**src/sv/mss_pkg.sv**
```systemverilog
`timescale 1ns / 1ps
// ----------------------------------------------------------------------------
// mss_pkg: shared definitions of the pose sequencer
// Field widths, op and command codes, register indexes, fixed poses and the
// result item type.
// ----------------------------------------------------------------------------
package mss_pkg;

  // servo count and angle widths
  localparam int SERVO_COUNT   = 5;
  localparam int ANGLE_BITS    = 9;
  localparam int OUT_BITS      = 9;
  localparam int POSE_BITS     = 9;

  // field widths
  localparam int OP_BITS       = 2;
  localparam int CMD_BITS      = 8;
  localparam int PHASE_BITS    = 3;
  localparam int FLAG_BITS     = 5;
  localparam int STEP_BITS     = 5;
  localparam int DWELL_BITS    = 16;
  localparam int CFG_IDX_BITS  = 2;
  localparam int CFG_DATA_BITS = 16;

  // op codes of an input item
  localparam logic [OP_BITS-1:0] OP_TICK  = 2'd0;
  localparam logic [OP_BITS-1:0] OP_CMD   = 2'd1;
  localparam logic [OP_BITS-1:0] OP_CLEAR = 2'd2;

  // command codes
  localparam logic [CMD_BITS-1:0] CMD_FLAG_LO = 8'd1;
  localparam logic [CMD_BITS-1:0] CMD_FLAG_HI = 8'd4;
  localparam logic [CMD_BITS-1:0] CMD_START   = 8'd5;

  // configuration register indexes
  localparam logic [CFG_IDX_BITS-1:0] REG_SLEW_STEP    = 2'd0;
  localparam logic [CFG_IDX_BITS-1:0] REG_DWELL_TICKS  = 2'd1;
  localparam logic [CFG_IDX_BITS-1:0] REG_WRIST_TARGET = 2'd2;

  // register reset values
  localparam logic [STEP_BITS-1:0]  SLEW_STEP_RST    = 5'd1;
  localparam logic [DWELL_BITS-1:0] DWELL_TICKS_RST  = 16'd100;
  localparam logic [POSE_BITS-1:0]  WRIST_TARGET_RST = 9'd165;

  // fixed poses, servo five is not part of poses a and b
  localparam logic [POSE_BITS-1:0] RESET_POSE [SERVO_COUNT] =
    '{9'd200, 9'd200, 9'd200, 9'd200, 9'd250};
  localparam logic [POSE_BITS-1:0] POSE_A [SERVO_COUNT-1] =
    '{9'd200, 9'd141, 9'd279, 9'd150};
  localparam logic [POSE_BITS-1:0] POSE_B [SERVO_COUNT-1] =
    '{9'd250, 9'd155, 9'd210, 9'd215};

  // one result item
  typedef struct packed {
    logic [OUT_BITS-1:0]   angle_one;
    logic [OUT_BITS-1:0]   angle_two;
    logic [OUT_BITS-1:0]   angle_three;
    logic [OUT_BITS-1:0]   angle_four;
    logic [OUT_BITS-1:0]   angle_five;
    logic                  busy_res;
    logic [PHASE_BITS-1:0] phase;
    logic [FLAG_BITS-1:0]  action_flags;
  } out_item_t;

endpackage

```
**src/sv/mss_in_if.sv**
```systemverilog
`timescale 1ns / 1ps
// ----------------------------------------------------------------------------
// mss_in_if: input item channel
// Valid/ready channel carrying the op code and the command byte.
// ----------------------------------------------------------------------------
interface mss_in_if;
  logic                         valid;
  logic                         ready;
  logic [mss_pkg::OP_BITS-1:0]  op;
  logic [mss_pkg::CMD_BITS-1:0] cmd_byte;

  modport source (output valid, output op, output cmd_byte, input ready);
  modport sink   (input valid, input op, input cmd_byte, output ready);
endinterface

```
**src/sv/mss_out_if.sv**
```systemverilog
`timescale 1ns / 1ps
// ----------------------------------------------------------------------------
// mss_out_if: result item channel
// Valid/ready channel carrying the five angles and the script status.
// ----------------------------------------------------------------------------
interface mss_out_if;
  logic                           valid;
  logic                           ready;
  logic [mss_pkg::OUT_BITS-1:0]   angle_one;
  logic [mss_pkg::OUT_BITS-1:0]   angle_two;
  logic [mss_pkg::OUT_BITS-1:0]   angle_three;
  logic [mss_pkg::OUT_BITS-1:0]   angle_four;
  logic [mss_pkg::OUT_BITS-1:0]   angle_five;
  logic                           busy_res;
  logic [mss_pkg::PHASE_BITS-1:0] phase;
  logic [mss_pkg::FLAG_BITS-1:0]  action_flags;

  modport source (output valid, output angle_one, output angle_two,
                  output angle_three, output angle_four, output angle_five,
                  output busy_res, output phase, output action_flags,
                  input ready);
  modport sink   (input valid, input angle_one, input angle_two,
                  input angle_three, input angle_four, input angle_five,
                  input busy_res, input phase, input action_flags,
                  output ready);
endinterface

```
**src/sv/mss_cfg_if.sv**
```systemverilog
`timescale 1ns / 1ps
// ----------------------------------------------------------------------------
// mss_cfg_if: configuration write channel
// Valid/ready channel carrying a register index and write data.
// ----------------------------------------------------------------------------
interface mss_cfg_if;
  logic                              valid;
  logic                              ready;
  logic [mss_pkg::CFG_IDX_BITS-1:0]  index;
  logic [mss_pkg::CFG_DATA_BITS-1:0] data;

  modport source (output valid, output index, output data, input ready);
  modport sink   (input valid, input index, input data, output ready);
endinterface

```
**src/sv/mss_slew.sv**
```systemverilog
`timescale 1ns / 1ps
// ----------------------------------------------------------------------------
// mss_slew: one servo slew step
// Moves an angle by up to step units toward its target, snapping onto the
// target when the remaining distance is not larger than the step.
// ----------------------------------------------------------------------------
module mss_slew #(
  parameter int ANGLE_BITS = mss_pkg::ANGLE_BITS
) (
  input  logic [ANGLE_BITS-1:0]         angle_i,
  input  logic [ANGLE_BITS-1:0]         target_i,
  input  logic [mss_pkg::STEP_BITS-1:0] step_i,
  output logic [ANGLE_BITS-1:0]         angle_o
);

  logic [ANGLE_BITS-1:0] step_ext;
  logic [ANGLE_BITS-1:0] dist_up;
  logic [ANGLE_BITS-1:0] dist_dn;

  assign step_ext = ANGLE_BITS'(step_i);
  assign dist_up  = target_i - angle_i;
  assign dist_dn  = angle_i - target_i;

  // below target: step up, above: step down, snap when close
  always_comb begin
    if (angle_i < target_i) begin
      angle_o = (dist_up <= step_ext) ? target_i : angle_i + step_ext;
    end else if (angle_i > target_i) begin
      angle_o = (dist_dn <= step_ext) ? target_i : angle_i - step_ext;
    end else begin
      angle_o = angle_i;
    end
  end

endmodule

```
**src/sv/multi_servo_pose_sequencer_core.sv**
```systemverilog
`timescale 1ns / 1ps
// ----------------------------------------------------------------------------
// multi_servo_pose_sequencer_core: five servo pose script sequencer
// Slews five servo angles toward their targets on each tick while a script
// runs and steps a fixed pose script each time all five arrive.
// ----------------------------------------------------------------------------
// Usage
//   in_i   : input items (op: tick, command byte, clear key; cmd_byte).
//   out_o  : one result item per input item, the angles, busy flag, script
//            phase and upload flags after that item's update.
//   cfg_i  : register writes (0 slew_step, 1 dwell_ticks, 2 wrist_target),
//            always ready, other indexes are dropped; write only while idle.
// Timing
//   An accepted item updates the state at that clock edge; its result is
//   registered in out_q, or in skid_q while out_o stalls. One item is taken
//   every cycle while the skid register is empty: the slew compare and
//   script update are one pass of logic between state and result registers.
// Stall
//   Results wait in an output register backed by one skid register. in_i
//   stays ready until the skid register fills, then drops until out_o drains.
// Reset
//   rst_ni low clears the script, flags and result valids, puts all angles,
//   targets and origins at the rest pose and loads the register defaults.
// ----------------------------------------------------------------------------
module multi_servo_pose_sequencer_core #(
  parameter int ANGLE_BITS = mss_pkg::ANGLE_BITS
) (
  input  logic      clk_i,
  input  logic      rst_ni,
  mss_in_if.sink    in_i,
  mss_out_if.source out_o,
  mss_cfg_if.sink   cfg_i
);

  localparam int NS = mss_pkg::SERVO_COUNT;

  // script phase codes
  localparam logic [mss_pkg::PHASE_BITS-1:0] PH_IDLE   = 3'd0;
  localparam logic [mss_pkg::PHASE_BITS-1:0] PH_POSE_A = 3'd1;
  localparam logic [mss_pkg::PHASE_BITS-1:0] PH_WRIST  = 3'd2;
  localparam logic [mss_pkg::PHASE_BITS-1:0] PH_POSE_B = 3'd3;
  localparam logic [mss_pkg::PHASE_BITS-1:0] PH_RET_A  = 3'd4;
  localparam logic [mss_pkg::PHASE_BITS-1:0] PH_WR_ORG = 3'd5;
  localparam logic [mss_pkg::PHASE_BITS-1:0] PH_ORIGIN = 3'd6;

  // configuration registers
  logic [mss_pkg::STEP_BITS-1:0]  slew_step_q;
  logic [mss_pkg::DWELL_BITS-1:0] dwell_ticks_q;
  logic [mss_pkg::POSE_BITS-1:0]  wrist_target_q;

  // servo and script state
  logic [ANGLE_BITS-1:0] ang_q [NS];
  logic [ANGLE_BITS-1:0] ang_d [NS];
  logic [ANGLE_BITS-1:0] tgt_q [NS];
  logic [ANGLE_BITS-1:0] tgt_d [NS];
  logic [ANGLE_BITS-1:0] org_q [NS];
  logic [ANGLE_BITS-1:0] org_d [NS];
  logic [ANGLE_BITS-1:0] slew_ang [NS];
  logic [mss_pkg::PHASE_BITS-1:0] phase_q, phase_d;
  logic                           active_q, active_d;
  logic [mss_pkg::DWELL_BITS-1:0] dwell_q, dwell_d;
  logic [mss_pkg::DWELL_BITS-1:0] dwell_inc;
  logic [mss_pkg::FLAG_BITS-1:0]  flags_q, flags_d;
  logic [2:0]                     flag_idx;
  logic                           arrived;

  // output register and skid stage
  mss_pkg::out_item_t res_item;
  mss_pkg::out_item_t out_q;
  mss_pkg::out_item_t skid_q;
  logic               out_valid_q;
  logic               skid_valid_q;
  logic               in_acc;

  assign in_i.ready  = !skid_valid_q;
  assign in_acc      = in_i.valid && in_i.ready;
  assign cfg_i.ready = 1'b1;

  // configuration writes
  always_ff @(posedge clk_i or negedge rst_ni) begin
    if (!rst_ni) begin
      slew_step_q    <= mss_pkg::SLEW_STEP_RST;
      dwell_ticks_q  <= mss_pkg::DWELL_TICKS_RST;
      wrist_target_q <= mss_pkg::WRIST_TARGET_RST;
    end else if (cfg_i.valid) begin
      unique case (cfg_i.index)
        mss_pkg::REG_SLEW_STEP:    slew_step_q    <= cfg_i.data[mss_pkg::STEP_BITS-1:0];
        mss_pkg::REG_DWELL_TICKS:  dwell_ticks_q  <= cfg_i.data[mss_pkg::DWELL_BITS-1:0];
        mss_pkg::REG_WRIST_TARGET: wrist_target_q <= cfg_i.data[mss_pkg::POSE_BITS-1:0];
        default: ;
      endcase
    end
  end

  // per-servo slew units
  for (genvar g = 0; g < NS; g++) begin : g_slew
    mss_slew #(
      .ANGLE_BITS(ANGLE_BITS)
    ) u_slew (
      .angle_i (ang_q[g]),
      .target_i(tgt_q[g]),
      .step_i  (slew_step_q),
      .angle_o (slew_ang[g])
    );
  end

  // all servos on target after this tick's move
  always_comb begin
    arrived = 1'b1;
    for (int i = 0; i < NS; i++) begin
      if (slew_ang[i] != tgt_q[i]) arrived = 1'b0;
    end
  end

  assign dwell_inc = dwell_q + 16'd1;
  assign flag_idx  = in_i.cmd_byte[2:0] - 3'd1;

  // next state for one accepted item
  always_comb begin
    ang_d    = ang_q;
    tgt_d    = tgt_q;
    org_d    = org_q;
    phase_d  = phase_q;
    active_d = active_q;
    dwell_d  = dwell_q;
    flags_d  = flags_q;
    if (in_acc) begin
      unique case (in_i.op)
        mss_pkg::OP_TICK: begin
          if (active_q) begin
            ang_d = slew_ang;
            if (arrived) begin
              unique case (phase_q)
                PH_POSE_A: begin
                  tgt_d[NS-1] = ANGLE_BITS'(wrist_target_q);
                  phase_d     = PH_WRIST;
                end
                PH_WRIST: begin
                  for (int i = 0; i < NS-1; i++) tgt_d[i] = ANGLE_BITS'(mss_pkg::POSE_B[i]);
                  tgt_d[NS-1] = slew_ang[NS-1];
                  phase_d     = PH_POSE_B;
                end
                PH_POSE_B: begin
                  if (dwell_inc >= dwell_ticks_q) begin
                    dwell_d = '0;
                    for (int i = 0; i < NS-1; i++) tgt_d[i] = ANGLE_BITS'(mss_pkg::POSE_A[i]);
                    tgt_d[NS-1] = slew_ang[NS-1];
                    phase_d     = PH_RET_A;
                  end else begin
                    dwell_d = dwell_inc;
                  end
                end
                PH_RET_A: begin
                  tgt_d[NS-1] = org_q[NS-1];
                  phase_d     = PH_WR_ORG;
                end
                PH_WR_ORG: begin
                  tgt_d   = org_q;
                  phase_d = PH_ORIGIN;
                end
                PH_ORIGIN: begin
                  active_d = 1'b0;
                  phase_d  = PH_IDLE;
                end
                default: ;
              endcase
            end
          end
        end
        mss_pkg::OP_CMD: begin
          case (in_i.cmd_byte) inside
            [mss_pkg::CMD_FLAG_LO:mss_pkg::CMD_FLAG_HI]: begin
              flags_d[flag_idx] = 1'b1;
            end
            mss_pkg::CMD_START: begin
              flags_d[mss_pkg::FLAG_BITS-1] = 1'b1;
              org_d = ang_q;
              for (int i = 0; i < NS-1; i++) tgt_d[i] = ANGLE_BITS'(mss_pkg::POSE_A[i]);
              tgt_d[NS-1] = ang_q[NS-1];
              phase_d     = PH_POSE_A;
              active_d    = 1'b1;
              dwell_d     = '0;
            end
            default: ;
          endcase
        end
        mss_pkg::OP_CLEAR: flags_d = '0;
        default: ;
      endcase
    end
  end

  // state registers
  always_ff @(posedge clk_i or negedge rst_ni) begin
    if (!rst_ni) begin
      for (int i = 0; i < NS; i++) begin
        ang_q[i] <= ANGLE_BITS'(mss_pkg::RESET_POSE[i]);
        tgt_q[i] <= ANGLE_BITS'(mss_pkg::RESET_POSE[i]);
        org_q[i] <= ANGLE_BITS'(mss_pkg::RESET_POSE[i]);
      end
      phase_q  <= PH_IDLE;
      active_q <= 1'b0;
      dwell_q  <= '0;
      flags_q  <= '0;
    end else begin
      ang_q    <= ang_d;
      tgt_q    <= tgt_d;
      org_q    <= org_d;
      phase_q  <= phase_d;
      active_q <= active_d;
      dwell_q  <= dwell_d;
      flags_q  <= flags_d;
    end
  end

  // result item from the updated state
  always_comb begin
    res_item.angle_one    = ang_d[0][mss_pkg::OUT_BITS-1:0];
    res_item.angle_two    = ang_d[1][mss_pkg::OUT_BITS-1:0];
    res_item.angle_three  = ang_d[2][mss_pkg::OUT_BITS-1:0];
    res_item.angle_four   = ang_d[3][mss_pkg::OUT_BITS-1:0];
    res_item.angle_five   = ang_d[4][mss_pkg::OUT_BITS-1:0];
    res_item.busy_res     = active_d;
    res_item.phase        = phase_d;
    res_item.action_flags = flags_d;
  end

  // output register with skid stage
  always_ff @(posedge clk_i or negedge rst_ni) begin
    if (!rst_ni) begin
      out_valid_q  <= 1'b0;
      skid_valid_q <= 1'b0;
    end else if (!out_valid_q || out_o.ready) begin
      if (skid_valid_q) begin
        out_valid_q  <= 1'b1;
        skid_valid_q <= 1'b0;
      end else begin
        out_valid_q <= in_acc;
      end
    end else if (in_acc) begin
      skid_valid_q <= 1'b1;
    end
  end

  // result payloads
  always_ff @(posedge clk_i) begin
    if (!out_valid_q || out_o.ready) begin
      if (skid_valid_q) begin
        out_q <= skid_q;
      end else if (in_acc) begin
        out_q <= res_item;
      end
    end else if (in_acc) begin
      skid_q <= res_item;
    end
  end

  assign out_o.valid        = out_valid_q;
  assign out_o.angle_one    = out_q.angle_one;
  assign out_o.angle_two    = out_q.angle_two;
  assign out_o.angle_three  = out_q.angle_three;
  assign out_o.angle_four   = out_q.angle_four;
  assign out_o.angle_five   = out_q.angle_five;
  assign out_o.busy_res     = out_q.busy_res;
  assign out_o.phase        = out_q.phase;
  assign out_o.action_flags = out_q.action_flags;

`ifndef SYNTHESIS
  // skid stage only holds an item behind a waiting output
  a_skid_behind_out: assert property (@(posedge clk_i) disable iff (!rst_ni)
    skid_valid_q |-> out_valid_q)
    else $error("skid stage full while output register empty");

  // a stalled output pushes the new item into the skid stage
  a_stall_to_skid: assert property (@(posedge clk_i) disable iff (!rst_ni)
    (in_acc && out_valid_q && !out_o.ready) |=> skid_valid_q)
    else $error("item lost on output stall");

  // script runs exactly while a phase is set
  a_busy_phase: assert property (@(posedge clk_i) disable iff (!rst_ni)
    active_q == (phase_q != PH_IDLE))
    else $error("busy flag and script phase disagree");

  // dwell count only runs at pose b
  a_dwell_phase: assert property (@(posedge clk_i) disable iff (!rst_ni)
    (dwell_q != '0) |-> (phase_q == PH_POSE_B))
    else $error("dwell count outside pose b phase");
`endif

endmodule
```
**src/flat_wrapper.sv**
```systemverilog
// flat-port wrapper written by rule: the top's interface ports become plain ports
module multi_servo_pose_sequencer_core_flat 
#(
  parameter int ANGLE_BITS = mss_pkg::ANGLE_BITS
)
  (clk_i, rst_ni, in_i_valid, in_i_op, in_i_cmd_byte, in_i_ready, out_o_valid, out_o_angle_one, out_o_angle_two, out_o_angle_three, out_o_angle_four, out_o_angle_five, out_o_busy_res, out_o_phase, out_o_action_flags, out_o_ready, cfg_i_valid, cfg_i_index, cfg_i_data, cfg_i_ready);
  mss_in_if in_i_i ();
  mss_out_if out_o_i ();
  mss_cfg_if cfg_i_i ();
  input  logic clk_i;
  input  logic rst_ni;
  input wire logic [$bits(in_i_i.valid)-1:0] in_i_valid;
  input wire logic [$bits(in_i_i.op)-1:0] in_i_op;
  input wire logic [$bits(in_i_i.cmd_byte)-1:0] in_i_cmd_byte;
  output wire logic [$bits(in_i_i.ready)-1:0] in_i_ready;
  output wire logic [$bits(out_o_i.valid)-1:0] out_o_valid;
  output wire logic [$bits(out_o_i.angle_one)-1:0] out_o_angle_one;
  output wire logic [$bits(out_o_i.angle_two)-1:0] out_o_angle_two;
  output wire logic [$bits(out_o_i.angle_three)-1:0] out_o_angle_three;
  output wire logic [$bits(out_o_i.angle_four)-1:0] out_o_angle_four;
  output wire logic [$bits(out_o_i.angle_five)-1:0] out_o_angle_five;
  output wire logic [$bits(out_o_i.busy_res)-1:0] out_o_busy_res;
  output wire logic [$bits(out_o_i.phase)-1:0] out_o_phase;
  output wire logic [$bits(out_o_i.action_flags)-1:0] out_o_action_flags;
  input wire logic [$bits(out_o_i.ready)-1:0] out_o_ready;
  input wire logic [$bits(cfg_i_i.valid)-1:0] cfg_i_valid;
  input wire logic [$bits(cfg_i_i.index)-1:0] cfg_i_index;
  input wire logic [$bits(cfg_i_i.data)-1:0] cfg_i_data;
  output wire logic [$bits(cfg_i_i.ready)-1:0] cfg_i_ready;
  assign in_i_i.valid = in_i_valid;
  assign in_i_i.op = in_i_op;
  assign in_i_i.cmd_byte = in_i_cmd_byte;
  assign in_i_ready = in_i_i.ready;
  assign out_o_valid = out_o_i.valid;
  assign out_o_angle_one = out_o_i.angle_one;
  assign out_o_angle_two = out_o_i.angle_two;
  assign out_o_angle_three = out_o_i.angle_three;
  assign out_o_angle_four = out_o_i.angle_four;
  assign out_o_angle_five = out_o_i.angle_five;
  assign out_o_busy_res = out_o_i.busy_res;
  assign out_o_phase = out_o_i.phase;
  assign out_o_action_flags = out_o_i.action_flags;
  assign out_o_i.ready = out_o_ready;
  assign cfg_i_i.valid = cfg_i_valid;
  assign cfg_i_i.index = cfg_i_index;
  assign cfg_i_i.data = cfg_i_data;
  assign cfg_i_ready = cfg_i_i.ready;
  multi_servo_pose_sequencer_core #(.ANGLE_BITS(ANGLE_BITS)) u_core (.clk_i(clk_i), .rst_ni(rst_ni), .in_i(in_i_i), .out_o(out_o_i), .cfg_i(cfg_i_i));
endmodule
```
**config.mk**
```make
export PLATFORM = sky130hd
export DESIGN_NAME = multi_servo_pose_sequencer_core_flat
export DESIGN_NICKNAME = d
export VERILOG_FILES = /design/src/sv/mss_pkg.sv /design/src/sv/mss_in_if.sv /design/src/sv/mss_out_if.sv /design/src/sv/mss_cfg_if.sv /design/src/sv/mss_slew.sv /design/src/sv/multi_servo_pose_sequencer_core.sv /design/src/flat_wrapper.sv
export SDC_FILE = /design/constraint.sdc
export NUM_CORES = 1
export LEC_CHECK = 0
export ABC_AREA = 1
export BUFFER_PORTS_ARGS = -buffer_cell sky130_fd_sc_hd__buf_2
export CAP_MARGIN = 10
export CELL_PAD_IN_SITES_DETAIL_PLACEMENT = 2
export CELL_PAD_IN_SITES_GLOBAL_PLACEMENT = 2
export CORE_MARGIN = 2
export CORE_UTILIZATION = 37
export CTS_CLUSTER_SIZE = 10
export DETAILED_ROUTE_END_ITERATION = 16
export PLACE_DENSITY = 0.88
export SKIP_LAST_GASP = 1
export SLEW_MARGIN = 5
export SYNTH_ARGS = -nofsm -noshare
export SYNTH_HDL_FRONTEND = slang
export SYNTH_SLANG_ARGS = --single-unit
```
**constraint.sdc**
```tcl
create_clock -name clk_i -period 5.4 [get_ports clk_i]
set_input_delay 0.54 -clock clk_i [delete_from_list [all_inputs] [get_ports clk_i]]
set_output_delay 0.54 -clock clk_i [all_outputs]
set_load 0.005 [all_outputs]
```
* Word level (Yosys, flattened, before mapping)
Cells that the tools add are included.
** Word-level totals
- Output and inout port bits :: 57
- Register bits after elaboration :: 300
- Input port bits :: 33
** Cells by class
- Muxes and demuxes :: 70
- Reductions and logical operators :: 21
- Eq/ne operators :: 24
- Magnitude comparators :: 25
- Bitwise operators :: 3
- $add $sub $neg :: 22
** Operator list (number)
- $mux 45 :: 8
- $mux 9 :: 20
- $mux 54 :: 2
- $pmux 36 s3 :: 1
- $mux 16 :: 6
- $le 9x5->1 :: 10
- $pmux 45 s2 :: 1
- $sub 9x9->9 :: 10
- $add 9x5->9 :: 5
- $gt 9x9->1 :: 5
- $lt 9x9->1 :: 5
- $ne 9x9->1 :: 5
- $sub 9x5->9 :: 5
- $pmux 9 s4 :: 1
- $pmux 16 s2 :: 1
- $mux 3 :: 6
- $pmux 3 s6 :: 1
- $mux 1 :: 17
- $add 16x1->16 const B :: 1
- $ge 16x16->1 :: 1
- $reduce_and 8->1 :: 2
- $pmux 5 s2 :: 1
- $reduce_and 2->1 :: 5
- $eq 3x3->1 const B :: 3
- 30 further kinds :: 43

* Longest topological paths before layout
- Word-level depth :: 17
- Gate-level depth with buffers :: 36

* By module
A second synthesis with hierarchy kept.
** Unflattened totals
- Cell total of the unflattened synthesis :: 3325
- Area, all modules :: 24269.5 µm²
** Modules (own cells, without submodules)
- multi_servo_pose_sequencer_core :: sequential area each 8125.3 µm², cells each 1542, area each 13880.8 µm², times used 1
- mss_slew at u_core.g_slew[1].u_slew ... :: sequential area each 0.0 µm², cells each 351, area each 2068.2 µm², times used 3
- mss_slew at u_core.g_slew[0].u_slew ... :: sequential area each 0.0 µm², cells each 365, area each 2092.0 µm², times used 2

* Worst setup path after synthesis
Ideal clock, no wire load.
- Path type :: register to register
- Start point :: reg u_core.tgt_q[36] (netlist bit)
- End point :: reg u_core.tgt_q[31] (netlist bit)
- Cell stages (with the launch flop) :: 27
- Library setup time :: 117 ps
- Period minus slack after synthesis :: 4116 ps
- Arrival time :: 3998 ps
- Buffers on the path :: 1
- Required time :: 5283 ps
- Slack :: 1284 ps
- Cells stage by stage :: dfrtp_1 -> inv_1 -> ha_1 -> fa_1 -> o21ai_2 -> xor2_1 -> ha_1 -> a21o_1 -> o21ai_0 -> o21ai_1 -> nor2_2 -> nand2_4 -> nand2_1 -> nand3_1 -> nand3_1 -> nand2_1 -> nor2_1 -> nand2_1 -> nor2_2 -> nand2_1 -> nor2_4 -> nand2_2 -> a21oi_4 -> nand3_4 -> buf_6 -> nand2_1 -> nand2_1
** Between the ends
- Cells in the longest elaborated chain, start to end :: 13
- Elaborated cells between the ends (all ways) :: 18
- Those cells by class :: 2 x add/sub; 4 x order compare; 2 x eq/ne; 9 x mux; 1 x reduce/logical
** Ends and longest elaborated chain
- from (decl) :: line multi_servo_pose_sequencer_core.sv:54 : logic [ANGLE_BITS-1:0] tgt_q [NS];
- from (signal, indexed assignment) :: line multi_servo_pose_sequencer_core.sv:198 : tgt_q[i] <= ANGLE_BITS'(mss_pkg::RESET_POSE[i]);
- from (signal assigned) :: line multi_servo_pose_sequencer_core.sv:207 : tgt_q <= tgt_d;
- $sub 9x9->9 :: line mss_slew.sv:22 : assign dist_dn = angle_i - target_i;
- $le 9x5->1 :: line mss_slew.sv:29 : angle_o = (dist_dn <= step_ext) ? target_i : angle_i - step_ext;
- $mux 9 :: line mss_slew.sv:29
- $mux 9 :: line mss_slew.sv:28 : end else if (angle_i > target_i) begin
- $mux 9 :: line mss_slew.sv:26 : if (angle_i < target_i) begin
- $ne 9x9->1 (*) :: line multi_servo_pose_sequencer_core.sv:111 : if (slew_ang[i] != tgt_q[i]) arrived = 1'b0;
- $mux 1 (*) (5 in series) :: line multi_servo_pose_sequencer_core.sv:111
- $ne 2x1->1 (no source line) (*)
- $reduce_and 8->1 (no source line) (*)
Every way passes the cells marked *; elsewhere a longest branch is shown, timed or not.
A chain may end at the register's enable or synchronous reset.

* Worst setup path after layout
- Start point :: reg u_core.tgt_q[37] (netlist bit)
- End point :: reg u_core.tgt_q[22] (netlist bit)
The elaborated chain is that of the path after synthesis.

==> out/summary.md <==
The flow ran to the end, and the final reports show no timing, DRC or antenna violations. The fraction of registers with async set or reset after synthesis is 64.0%, and the measured slew at the worst slew-check pin is 1.15 ns. Measured along the y axis, the die boundary spans 257 um. The most frequently used flop master after synthesis is dfrtp_1. Proportion of synthesized chip area in sequential cells: 34.2%.

The data arrival time of the worst path was 5.71 ns; the fraction of final layout cells with drive strength greater than 1 was 10.8%. The number of nets handed over by synthesis was 3,553. For the finished layout, the period the worst path requires is 5.23 ns. The starting density of the core came out at 37.5%. The number of synthesized register bits was 300. The detailed router placed 24,200 vias in this run.

After technology mapping, the gate count stands at 3,298. The required time at the worst-slack endpoint came out at 5.88 ns. The die covers 0.0662 mm2. The worst register-to-register path ends at u_core.tgt_q[22]. Sorting the synthesized cells by area gives the leading types as nand2_1, dfrtp_1, edfxtp_1.

The initial DRC count is 1,365, and the average vias per placed instance is 5.66. The HPWL after detailed placement is 74.2 mm. For this run, the number of Yosys warnings is 0. The logs give 92 for the total number of placement rows and 90 for the top-level port count. The synthesized design spends more area on one cell type than any other, namely nand2_1.

The setup check on the worst reg-to-reg path leaves a slack of 0.17 ns. The die is 257 um wide. Summed over all cells, the static leakage comes to 13.3 nW. The maximum vdd ir drop was 492 uV; the highest attainable clock frequency was 0.191 GHz.

The cell repeated most along the worst path is nand2_1. The synthesized design contains 108 enable-type register cells. The relative contribution of the clock network to total power was 13.5%.

For this run, the post-layout net count is 3,642. The layout-stage area growth over the synthesis result works out to 12.7%. Detailed-route DRC error count: 0.

The H-tree was split into 2 levels. The tightest hold path in the finished design has a slack of 0.185 ns. CTS saw 300 sinks.

The remaining antenna violation count is 0, and the proportion of total power due to net switching is 55.9%. Overall fraction of global-route tracks in use: 30.3%. Following the worst setup path forward leads to its endpoint at u_core.tgt_q[22]. For this run the aggregate overflow at the end of global routing stands at 0. On the worst path, the slowest cell contributes a delay of 0.54 ns. The initial antenna violation count was 3. The areal power density over the cells was 735 mW/mm2.

Wires add up to 103 mm. Measured on the finished design, the core utilization comes to 42.3%. Root buffer cell: clkbuf_16. In this run the power spent charging and discharging nets is 11.0 mW. For the number of global-route vias before repair, the log shows 27,100. Routability-driven placement finished with a final weighted congestion of 0.985.

TritonCTS built the clock tree. The run gives 67.5% as the proportion of power drawn by combinational gates. In this run the deepest clock path goes through 3 buffers. The clock reaches the later pin of the worst-skew pair after 0.61 ns. The count of buffers added on input and output ports is 88.

The first global-routing pass estimated 158 mm of wire. Synthesis instantiated 55 different standard cells from the library. The run gives 0 as the final max-slew violation count.

After clock tree synthesis, the clock-pin slew on the worst setup and hold paths is 0.06 ns. The type of the most critical hold path was in -> reg. The final clock period utilization by the worst path was 96.9%. First-pass iteration count of the detailed router: 6. The mean post-synth cell area came out at 7.20 um2. The worst-case reg-to-reg path depth works out to 27.

By startpoint and endpoint, the worst setup path is classified as reg -> reg. The run gives 40 as the number of CTS-inserted buffers. The worst-case clock skew is 0.0498 ns. Along the worst path, the maximum fanout reaches 18. The run gives 23.2% as the headroom to the max-slew limit. The worst register-to-register path begins at u_core.tgt_q[37].

0 antenna diodes ended up in the layout. For the hold violation count in the final report, the log shows 0. The core region is 0.0633 mm2. The synthesized design devotes to its leading area cell type 15.8% of total area.

Post-layout total power: 19.7 mW. Average wire per cell in the routed design: 24.2 um. The slowest stage of the critical path is the fa_1 cell. Internal power comes to 8.68 mW.

The worst setup path is launched from a register. The share of total power dissipated in sequential elements is 19.0%. The logs give 119 for the pin count of the biggest net entering global routing and 0.0237 mm2 for the combined area of all synthesized cells.

Across the run, the number of max-cap violations was 0. The launching element of the worst setup path was u_core.tgt_q[37]. Setup violations remaining at the end of the flow were counted as 0.

The endpoint kind of the worst setup timing path is a register.
## how the worst min path moves through the flow
stage	from	end	cells past startpoint
2_1_floorplan	rst_ni	u_core.active_q	0
3_3_place_gp	u_core.org_q[27]	u_core.org_q[27]	2
3_5_place_dp	u_core.org_q[27]	u_core.org_q[27]	2
4_1_cts	cfg_i_data[14]	u_core.dwell_ticks_q[14]	3
5_1_grt	cfg_i_data[14]	u_core.dwell_ticks_q[14]	3
6_report	cfg_i_data[15]	u_core.dwell_ticks_q[15]	3
## routing by layer
layer  routed length (um)  vias up  share of wire [%]  global-route usage (%)
li1                     -    10900                  -                       -
met1                42600    12400                 41                    36.3
met2                51900      606                 50                    54.8
met3                 3950      262                3.8                    3.52
met4                 4620        2                4.5                    12.8
met5                   11        -              0.011                       0
## layout make-up
class	count	area, um2
Sequential cell	300	8130
Multi-Input combinational cell	2464	13700
Timing Repair Buffer	148	1010
Clock buffer	63	1130
Tap cell	846	1060
Clock inverter	11	140
Fill cell	7487	36500
Inverter	433	1640
## timing repair
action	in CTS	in global routing
pin swaps	2	5
resized for setup	5	28
buffers inserted	4	14
hold buffers	1	0
cloned	1	0
endpoints found under the setup margin	69	69
hold endpoints to repair	16	0
## cells in the mapped netlist (all sizes together), types with 2 or more instances
master / number
fa: 20
a2111oi: 2
nor2: 211
a21oi: 141
a221oi: 9
o22ai: 4
buf: 35
o211ai: 15
edfxtp: 108
o21ai: 221
xnor2: 17
or2: 20
inv: 426
o21bai: 11
dfrtp: 130
a22oi: 8
nand3: 372
dfstp: 62
nand4: 81
clkbuf: 67
a21o: 3
xor2: 72
nor4: 3
a31oi: 7
o21a: 4
a21boi: 2
clkinv: 7
nor3: 16
nand2: 1014
ha: 202
nand3b: 3
## flip-flops by register name (all words and copies together) (netlist names), 16 cells and up
name,count
u_core.ang_q,45
u_core.dwell_ticks_q,16
u_core.org_q,45
u_core.dwell_q,16
u_core.tgt_q,45
u_core.skid_q,54
## critical path: cells and delay by family (launching register included)
family,cells,cell delay (ns)
and+or+nand+nor,15,1.77
AOI/OAI and AO/OA,5,1.07
buffers and inverters,4,0.81
adders and majority gates,2,0.81
DFF,1,0.50
xor gates and xnor gates,1,0.17
## power groups by stage
stage / Combinational (mW) / Sequential (mW) / Clock, mW
finish: 13.3 / 3.74 / 2.66
global route: 14.7 / 3.78 / 2.77
CTS: 12.8 / 3.70 / 2.71
detailed placement: 12.5 / 3.73 / 0
global placement: 11.7 / 3.69 / 0
floorplan: 8.56 / 3.41 / 0
## placed cells by master (no fill, tap or decap), types with 72 or more instances in the layout
| cell type | n |
|---|---|
| nand3_1 | 366 |
| edfxtp_1 | 108 |
| inv_1 | 412 |
| dfrtp_1 | 128 |
| nor2_1 | 183 |
| ha_1 | 199 |
| o21ai_0 | 190 |
| nand2_1 | 1001 |
| nand4_1 | 80 |
| buf_2 | 87 |
| xor2_1 | 72 |
| a21oi_1 | 133 |
## stage by stage
| stage | instances | setup TNS (ns) | worst slack (ns) | cell area, um2 |
|---|---|---|---|---|
| after floorplan | 3298 | 0 | 1.28 | 23700 |
| after global placement | 4171 | -9.33 | -0.228 | 25100 |
| after detailed placement | 4171 | -18.45 | -0.373 | 25100 |
| after CTS | 4251 | 0 | 0.00317 | 26500 |
| after global routing | 4265 | -1.82 | -0.0913 | 26800 |
| final | 4265 | 0 | 0.168 | 26800 |
## cell families (layout without fill, tap and decap cells)
family          after synthesis  count (layout)  synth area share (%)
buf+inv                     535             655                  8.81
fa+ha+maj                   222             222                  12.3
simple gates               1720            1721                  31.2
other cells                   1               1                0.0158
compound gates              431             431                  10.1
xor+xnor                     89              89                  3.28
flops                       300             300                  34.2
(Power assumes the default switching activity.)
